`src/rtl/core/assert_macros.svh`:
```
// Assertion macros shared by the noise generator RTL.
`ifndef ASSERT_MACROS_SVH
`define ASSERT_MACROS_SVH

// Clocked property check, disabled while reset is high.
`define ASSERT_CLK(label, clk, rst, prop, msg) \
  label: assert property (@(posedge clk) disable iff (rst) prop) \
    else $error(msg);

// Expression must never be true.
`define ASSERT_NEVER(label, clk, rst, expr, msg) \
  `ASSERT_CLK(label, clk, rst, !(expr), msg)

`endif

```
`src/rtl/core/nlg_pkg.sv`:
```
// Shared types, constants, microcode and helper functions of the noise generator.
package nlg_pkg;

  localparam int CYCLE_WIDTH = 8;
  localparam int LFSR_W      = 15;
  localparam int TIMER_W     = 22;
  localparam int SHIFT_W     = 4;
  localparam int DIV_W       = 3;
  localparam int CFG_DATA_W  = 4;
  localparam int CFG_INDEX_W = 2;
  localparam int UPC_W       = 2;

  // Base period when the divider code is zero, and scale of nonzero codes.
  localparam logic [TIMER_W-1:0] BASE_MIN = TIMER_W'(8);
  localparam int DIV_SCALE_SHIFT = 4;

  // Configuration register indexes.
  localparam logic [CFG_INDEX_W-1:0] REG_CLOCK_SHIFT  = CFG_INDEX_W'(0);
  localparam logic [CFG_INDEX_W-1:0] REG_SHORT_MODE   = CFG_INDEX_W'(1);
  localparam logic [CFG_INDEX_W-1:0] REG_DIVIDER_CODE = CFG_INDEX_W'(2);

  // Microcode step addresses.
  localparam logic [UPC_W-1:0] STEP_ACCEPT = UPC_W'(0);
  localparam logic [UPC_W-1:0] STEP_TRIG   = UPC_W'(1);
  localparam logic [UPC_W-1:0] STEP_SPEND  = UPC_W'(2);
  localparam logic [UPC_W-1:0] STEP_EMIT   = UPC_W'(3);

  // Datapath operation of a step.
  typedef enum logic [1:0] {
    OP_ACCEPT = 2'd0,
    OP_TRIG   = 2'd1,
    OP_SPEND  = 2'd2,
    OP_EMIT   = 2'd3
  } op_t;

  // Jump condition of a step.
  typedef enum logic [1:0] {
    COND_NEVER    = 2'd0,
    COND_NO_REQ   = 2'd1,
    COND_MORE     = 2'd2,
    COND_OUT_BUSY = 2'd3
  } cond_t;

  typedef struct packed {
    op_t              op;
    cond_t            cond;
    logic [UPC_W-1:0] target;
  } ucode_t;

  // Strobes from sequencer to datapath.
  typedef struct packed {
    logic ready;
    logic accept;
    logic trig;
    logic spend;
    logic emit;
  } ctrl_t;

  // Flags from datapath back to sequencer.
  typedef struct packed {
    logic in_valid;
    logic out_busy;
    logic more;
  } status_t;

  // Control store: taken jump goes to target, otherwise to the next step.
  function automatic ucode_t ucode_rom(input logic [UPC_W-1:0] upc);
    ucode_t w;
    unique case (upc)
      STEP_ACCEPT: w = '{op: OP_ACCEPT, cond: COND_NO_REQ,   target: STEP_ACCEPT};
      STEP_TRIG:   w = '{op: OP_TRIG,   cond: COND_NEVER,    target: STEP_ACCEPT};
      STEP_SPEND:  w = '{op: OP_SPEND,  cond: COND_MORE,     target: STEP_SPEND};
      STEP_EMIT:   w = '{op: OP_EMIT,   cond: COND_OUT_BUSY, target: STEP_EMIT};
    endcase
    return w;
  endfunction

  // Timer reload value: base period shifted by the clock shift.
  function automatic logic [TIMER_W-1:0] period_of(input logic [SHIFT_W-1:0] shift,
                                                   input logic [DIV_W-1:0]   div);
    logic [TIMER_W-1:0] base;
    base = (div != '0) ? (TIMER_W'(div) << DIV_SCALE_SHIFT) : BASE_MIN;
    return base << shift;
  endfunction

  // One LFSR step: XNOR of bits 0 and 1 enters at the top (and bit 6 in short mode).
  function automatic logic [LFSR_W-1:0] lfsr_step(input logic [LFSR_W-1:0] l,
                                                  input logic              short_mode);
    logic x;
    x = ~(l[0] ^ l[1]);
    return short_mode ? {x, l[14:8], x, l[6:1]} : {x, l[14:1]};
  endfunction

endpackage

```
`src/rtl/core/noise_lfsr_generator_core.sv`:
```
// Noise generator top level: 15/7-bit LFSR clocked by a programmable period timer.
//
// Input channel (in_valid/in_ready): each request carries the clock cycles elapsed
// since the previous one and a trigger flag; a trigger clears the LFSR and reloads
// the period timer before the cycles are counted.
// Output channel (out_valid/out_ready): one result per request, the LFSR bit 0
// (noise_bit) and the full LFSR (lfsr_value) after the request.
// Config port: cfg_wr_en writes cfg_data to register cfg_index (0 clock_shift,
// 1 short_mode, 2 divider_code); other indexes are ignored. Write only when idle.
// Timing: one request at a time, run by a four-step microcode sequencer. A request
// makes n spend passes: one per timer expiry inside the request plus one for any
// remainder, at least 1 and at most 33 with 8-bit cycle counts. The spend loop is
// one compare-and-subtract of the 22-bit timer per cycle.
// in_ready is high only in the accept step, which follows the result step, so the
// next request is taken only after the previous result is loaded into the output
// register.
// Stall: a pending result waits in the output register; a new result waits at the
// result step until the register is free, holding off further requests.
// Reset: LFSR, timer and config registers clear; no result is pending.

module noise_lfsr_generator_core (
  input  logic                              clk,
  input  logic                              rst,
  input  logic                              cfg_wr_en,
  input  logic [nlg_pkg::CFG_INDEX_W-1:0]   cfg_index,
  input  logic [nlg_pkg::CFG_DATA_W-1:0]    cfg_data,
  input  logic                              in_valid,
  output logic                              in_ready,
  input  logic [nlg_pkg::CYCLE_WIDTH-1:0]   cycles,
  input  logic                              trigger,
  output logic                              out_valid,
  input  logic                              out_ready,
  output logic                              noise_bit,
  output logic [nlg_pkg::LFSR_W-1:0]        lfsr_value
);
  import nlg_pkg::*;

  ctrl_t   ctrl;
  status_t status;

  // Control sequencer
  nlg_seq u_seq (
    .clk    (clk),
    .rst    (rst),
    .status (status),
    .ctrl   (ctrl)
  );

  // Datapath
  nlg_dp u_dp (
    .clk        (clk),
    .rst        (rst),
    .ctrl       (ctrl),
    .status     (status),
    .cfg_wr_en  (cfg_wr_en),
    .cfg_index  (cfg_index),
    .cfg_data   (cfg_data),
    .in_valid   (in_valid),
    .cycles     (cycles),
    .trigger    (trigger),
    .out_valid  (out_valid),
    .out_ready  (out_ready),
    .noise_bit  (noise_bit),
    .lfsr_value (lfsr_value)
  );

  assign in_ready = ctrl.ready;

endmodule

```
`src/rtl/core/nlg_seq.sv`:
```
// Microcode sequencer: step counter, control store and conditional jumps.
`include "assert_macros.svh"

module nlg_seq (
  input  logic            clk,
  input  logic            rst,
  input  nlg_pkg::status_t status,
  output nlg_pkg::ctrl_t   ctrl
);
  import nlg_pkg::*;

  logic [UPC_W-1:0] upc;
  logic [UPC_W-1:0] upc_next;
  ucode_t           uword;
  logic             jump;

  assign uword = ucode_rom(upc);

  // Evaluate the jump condition
  always_comb begin
    unique case (uword.cond)
      COND_NEVER:    jump = 1'b0;
      COND_NO_REQ:   jump = ~status.in_valid;
      COND_MORE:     jump = status.more;
      COND_OUT_BUSY: jump = status.out_busy;
    endcase
  end

  // Step counter wraps from the last step back to the accept step
  assign upc_next = jump ? uword.target : upc + UPC_W'(1);

  always_ff @(posedge clk) begin
    if (rst) begin
      upc <= STEP_ACCEPT;
    end else begin
      upc <= upc_next;
    end
  end

  // Decode the control word into datapath strobes
  always_comb begin
    ctrl.ready  = (uword.op == OP_ACCEPT);
    ctrl.accept = (uword.op == OP_ACCEPT) && status.in_valid;
    ctrl.trig   = (uword.op == OP_TRIG);
    ctrl.spend  = (uword.op == OP_SPEND);
    ctrl.emit   = (uword.op == OP_EMIT) && !status.out_busy;
  end

  `ASSERT_CLK(a_accept_to_trig, clk, rst, ctrl.accept |=> upc == STEP_TRIG, "accepted request did not advance to trigger step")
  `ASSERT_CLK(a_emit_holds, clk, rst, (upc == STEP_EMIT && status.out_busy) |=> upc == STEP_EMIT, "result step left while output busy")

endmodule

```
`src/rtl/core/nlg_dp.sv`:
```
// Datapath: config registers, cycle counter, period timer, LFSR and output register.
`include "assert_macros.svh"

module nlg_dp (
  input  logic                              clk,
  input  logic                              rst,
  input  nlg_pkg::ctrl_t                    ctrl,
  output nlg_pkg::status_t                  status,
  input  logic                              cfg_wr_en,
  input  logic [nlg_pkg::CFG_INDEX_W-1:0]   cfg_index,
  input  logic [nlg_pkg::CFG_DATA_W-1:0]    cfg_data,
  input  logic                              in_valid,
  input  logic [nlg_pkg::CYCLE_WIDTH-1:0]   cycles,
  input  logic                              trigger,
  output logic                              out_valid,
  input  logic                              out_ready,
  output logic                              noise_bit,
  output logic [nlg_pkg::LFSR_W-1:0]        lfsr_value
);
  import nlg_pkg::*;

  logic [SHIFT_W-1:0]     clock_shift;
  logic                   short_mode;
  logic [DIV_W-1:0]       divider_code;
  logic [CYCLE_WIDTH-1:0] rem;
  logic [CYCLE_WIDTH-1:0] rem_next;
  logic [TIMER_W-1:0]     timer;
  logic [TIMER_W-1:0]     timer_left;
  logic [TIMER_W-1:0]     period;
  logic [LFSR_W-1:0]      lfsr;
  logic [LFSR_W-1:0]      out_lfsr;
  logic                   trig_r;
  logic                   live;
  logic                   hit;

  assign period = period_of(clock_shift, divider_code);
  assign live   = ctrl.spend && (rem != '0);

  // One spend pass: drain the timer or the pending cycles, whichever is smaller
  always_comb begin
    if (TIMER_W'(rem) > timer) begin
      rem_next   = rem - timer[CYCLE_WIDTH-1:0];
      timer_left = '0;
      hit        = 1'b1;
    end else begin
      rem_next   = '0;
      timer_left = timer - TIMER_W'(rem);
      hit        = (timer_left == '0);
    end
  end

  // Configuration writes; unknown indexes are dropped
  always_ff @(posedge clk) begin
    if (rst) begin
      clock_shift  <= '0;
      short_mode   <= 1'b0;
      divider_code <= '0;
    end else if (cfg_wr_en) begin
      unique case (cfg_index)
        REG_CLOCK_SHIFT:  clock_shift  <= cfg_data[SHIFT_W-1:0];
        REG_SHORT_MODE:   short_mode   <= cfg_data[0];
        REG_DIVIDER_CODE: divider_code <= cfg_data[DIV_W-1:0];
        default: ;
      endcase
    end
  end

  // Counter, timer and LFSR
  always_ff @(posedge clk) begin
    if (rst) begin
      rem   <= '0;
      timer <= '0;
      lfsr  <= '0;
    end else if (ctrl.accept) begin
      rem <= cycles;
    end else if (ctrl.trig && trig_r) begin
      lfsr  <= '0;
      timer <= period;
    end else if (live) begin
      rem   <= rem_next;
      timer <= hit ? period : timer_left;
      if (hit) begin
        lfsr <= lfsr_step(lfsr, short_mode);
      end
    end
  end

  // Trigger flag of the request in flight
  always_ff @(posedge clk) begin
    if (ctrl.accept) begin
      trig_r <= trigger;
    end
  end

  // Output register
  always_ff @(posedge clk) begin
    if (rst) begin
      out_valid <= 1'b0;
    end else if (ctrl.emit) begin
      out_valid <= 1'b1;
    end else if (out_ready) begin
      out_valid <= 1'b0;
    end
  end

  always_ff @(posedge clk) begin
    if (ctrl.emit) begin
      out_lfsr <= lfsr;
    end
  end

  assign noise_bit  = out_lfsr[0];
  assign lfsr_value = out_lfsr;

  always_comb begin
    status.in_valid = in_valid;
    status.out_busy = out_valid && !out_ready;
    status.more     = live && (rem_next != '0);
  end

  `ASSERT_CLK(a_spend_timer_live, clk, rst, live |=> timer != '0, "timer zero after a spend pass")
  `ASSERT_CLK(a_trig_clears, clk, rst, (ctrl.trig && trig_r) |=> (lfsr == '0 && timer != '0), "trigger did not restart channel")
  `ASSERT_CLK(a_idle_no_cycles, clk, rst, ctrl.ready |-> rem == '0, "cycles left over at accept step")

endmodule

```
`config.mk`:
```
export PLATFORM = sky130hd
export DESIGN_NAME = noise_lfsr_generator_core
export DESIGN_NICKNAME = d
export VERILOG_FILES = /design/src/rtl/core/nlg_pkg.sv /design/src/rtl/core/noise_lfsr_generator_core.sv /design/src/rtl/core/nlg_seq.sv /design/src/rtl/core/nlg_dp.sv
export VERILOG_INCLUDE_DIRS = /design/src /design/src/rtl/core
export SDC_FILE = /design/constraint.sdc
export NUM_CORES = 1
export LEC_CHECK = 0
export ABC_AREA = 1
export BUFFER_PORTS_ARGS = -buffer_cell sky130_fd_sc_hd__buf_4
export CORE_UTILIZATION = 55
export DETAILED_ROUTE_END_ITERATION = 6
export HOLD_SLACK_MARGIN = 0.02
export PLACE_DENSITY = 0.74
export SYNTH_ARGS = -nofsm -noshare
export SYNTH_HDL_FRONTEND = slang
export SYNTH_SLANG_ARGS = --single-unit
```
`constraint.sdc`:
```
create_clock -name clk -period 5.4 [get_ports clk]
set_input_delay 0.27 -clock clk [delete_from_list [all_inputs] [get_ports clk]]
set_output_delay 0.27 -clock clk [all_outputs]
set_load 0.05 [all_outputs]
```
==> results.md <==
* Setup Crit Path Kind: flop to flop
* # diodes at 0
* Top cell type's share of synthesized area at 0.231
* Most frequent cell after synthesis: nand2_1
* Root buf cell: clkbuf_8
* IO Pins at 38
* Placed cells at 878
* Final Hold Fails at 0
* Dpl hpwl at 9.10 mm
* Number of distinct library cells after synthesis at 35
* Synth Warn # at 0
* Htree depth at 3
* WL/cell at 13.3 um
* Post-Synthesis Cell Area at between 0.004 and 0.005 mm^2
* GRT Overall Usage at 0.273
* Clock power frac at 0.149
* Mapped Nets at 804
* Relative slew slack at 0.448
* Drt total wl at 11.9 mm
* Fraction of power consumed by sequential logic at 0.235
* Max Root-Sink Buffers at 2
* Slowest CP cell: nor2_1
* Die span in x at 96 um
* Status: finished clean
* # setup viols final at 0
* EDFF count, synth at 16
* Clk_skew at 0.0129 ns
* Gate power share at 0.616
* Crit path top cell by count: nand2_1
* Remaining global-route overflow at 0
* DR DRC count at 0
* Static Leakage at between 2 and 3 nW
* P per Cell Area at 565 mW/mm^2
* Crit-path leading delay family: simple AND/OR/NAND/NOR gates
* HP Class: input pin to flop
* RSZ-0062 raised after global routing: no
* Core area at 0.00838 mm^2
* Worst-path cell chain: ha_1, inv_1, fa_1, nand2_2, nand2_1, nand3_1, nand2_1, nand2_2, nand2_1, nor2_1, nor2_2, nand2_4, nand2_4, inv_2, nand2_1, nand2_1, nor2_1
* Max-cap viol count at 0
* Fin area at 0.00537 mm^2
* Worst-Margin Slew at between 0.8 and 0.9 ns
* Yosys top cell by area: dfxtp_1
* Switching part of the total at 0.518
* Detail Route Antenna Nets at 0
* Resized cells post-CTS at 0
* Synth Flop Type: dfxtp_1
* Vias per cell at 5.35
* Post-Place Setup Slack at 1.97 ns
* Row count at 33
* RD Place Congestion at 0.930
* Cell Int Power at 1.46 mW
* Layout cells sized above 1 at 0.0976
* Area contributors post-synth: dfxtp_1 23%, nand2_1 15%, edfxtp_1 9.9%, inv_1 9.2%, nor2_1 7.4%
* Cells after synthesis at between 700 and 800
* DRT Pass-1 Iters at 5
* Crit end category: flop
* Worst path bufs/invs at 2
* Worst-path clk slew at approximately 0.09 ns
* Critical Path Max Stage Delay at 0.64 ns
* PortBufs at 37
* Die area at ~0.0092 mm^2
* Initial antenna violation count at 0
* CTS Buf Count at 9
* Syn-to-layout area delta at 10.5%
* P_sw at 1.57 mW
* Top cells by count, synth: 197 x nand2_1, 119 x inv_1, 96 x nor2_1
* Synth Area per Inst at 6.40 um^2
* Max Freq at 0.282 GHz
* Worst-path fanout max at 24
* Clock net sink count at 72
* Worst skew pair latency at about 0.36 ns
* FFs w/ async S/R, synth at 0
* Vias in the first global route at 4318
* WHS at 0.0934 ns
* Nets at a little over 800
* Tmin final at 3.54 ns
* Final setup margin at between 1.5 and 2 ns
* Total power at 3.03 mW
* Buffer count from post-CTS setup fixing at 0
* Final Max Slew Viols at 0
* TritonCTS clock tree: yes
* VDD IR max at slightly below 0.3 mV
* Fin util at 0.640
* #FFs+latches synth at 72
* Startpoint Class: flop
* Via count at roughly 4800
* WP data arrival at ~3.8 ns
* First-pass GRT wire length at 19.5 mm
* Fin crit share at 0.656
* Pin count of the biggest net entering global routing at 39
* First DRT Iteration DRCs at 259
* Starting Density at 0.580
* Total negative slack at 0 ns
* Final non-filler cell total at approximately 890
* Placement Cell Area at 0.00516 mm^2
* Die H at 96 um
* Critical Path RT at 5.65 ns
* CTS hold repair buffers at 0
* Seq/Total Area, Yosys at 0.330
## power by group through the flow
stage	clock (mW)	sequential, mW	combinational [mW]
after global routing	0.473	0.725	2.12
after global placement	0	0.720	1.82
final	0.451	0.713	1.87
after floorplan	0	0.721	1.47
after detailed placement	0	0.723	1.84
after CTS	0.455	0.712	1.85
## placed cells by master (no fill, tap or decap)
master,instances
o21bai_1,1
inv_6,2
nor2_1,96
clkinvlp_4,2
clkinv_2,1
nor3b_1,1
nor2_2,4
nand4_1,12
nor3_1,6
nor3_2,1
o21ai_1,7
and2_1,1
nand3_2,2
nor4_1,2
a221oi_1,4
o211ai_1,1
o21ai_0,28
dfxtp_1,56
inv_2,4
a21oi_2,3
inv_8,1
nand2_1,197
inv_1,119
buf_4,39
nand2_2,6
fa_1,2
nand3b_1,4
clkbuf_8,9
nand3_1,70
edfxtp_1,16
ha_1,23
bufinv_16,1
xor2_1,8
a31oi_1,8
nand2_4,2
or2_1,1
a21oi_1,49
## worst register-to-register path, cell delays in order, from the launching register on
cell and delay, ns:
dfxtp_1 0.38, ha_1 0.16, inv_1 0.07, fa_1 0.42
nand2_2 0.10, nand2_1 0.10, nand3_1 0.10, nand2_1 0.09
nand2_2 0.12, nand2_1 0.08, nor2_1 0.64, nor2_2 0.33
nand2_4 0.31, nand2_4 0.19, inv_2 0.17, nand2_1 0.07
nand2_1 0.06, nor2_1 0.05
## logic make-up (layout without fill, tap and decap cells)
group                    count (synthesis)  count (layout)  share of synthesized area
AO/OA/AOI/OAI                          101             101                      0.112
XOR/XNOR                                 8               8                     0.0144
AND/OR/NAND/NOR                        405             405                      0.357
adder cells (fa/ha/maj)                 25              25                     0.0675
buffers and inverters                  148             178                      0.120
flip-flops                              72              72                      0.330
## path summary, 6_finish.rpt
| check | from | to | slack, ns | cells after the start |
|---|---|---|---|---|
| min reg2reg | u_dp.lfsr[13]$_SDFFE_PP0P_ | u_dp.lfsr_value[13]$_DFFE_PP_ | 0.44 | 0 |
| min | trigger | u_dp.trig_r$_DFFE_PP_ | 0.09 | 1 |
| max | u_dp.rem[0]$_SDFFE_PP0P_ | u_dp.lfsr[6]$_SDFFE_PP0P_ | 1.86 | 17 |
| max reg2reg | u_dp.rem[0]$_SDFFE_PP0P_ | u_dp.lfsr[6]$_SDFFE_PP0P_ | 1.86 | 17 |
## layer usage
layer  track usage  share of wire  wire length, um  vias to the layer above
li1              -              -                -                     2456
met3        0.0537          0.053              633                       26
met2         0.455           0.46             5530                      154
met4         0.102          0.025              304                        0
met5             0              0                0                        -
met1         0.347           0.46             5460                     2149
## flip-flops by register name, indices dropped and copies added (netlist names)
register and cells:
u_dp.clock_shift 4, u_dp.trig_r 1, u_dp.lfsr_value 15, u_dp.short_mode 1, u_dp.out_valid 1, u_dp.lfsr 15, u_dp.rem 8, u_seq.upc 2
u_dp.divider_code 3, u_dp.timer 22
## cell type report
class	count	area, um^2
fill	822	3010
multi-input combinational	539	2680
sequential	72	1600
inverter	123	462
timing repair buffer	39	293
tap	105	131
clock buffer	9	124
clock inverter	7	78.8
No activity file was read; power rests on OpenSTA's default activity.
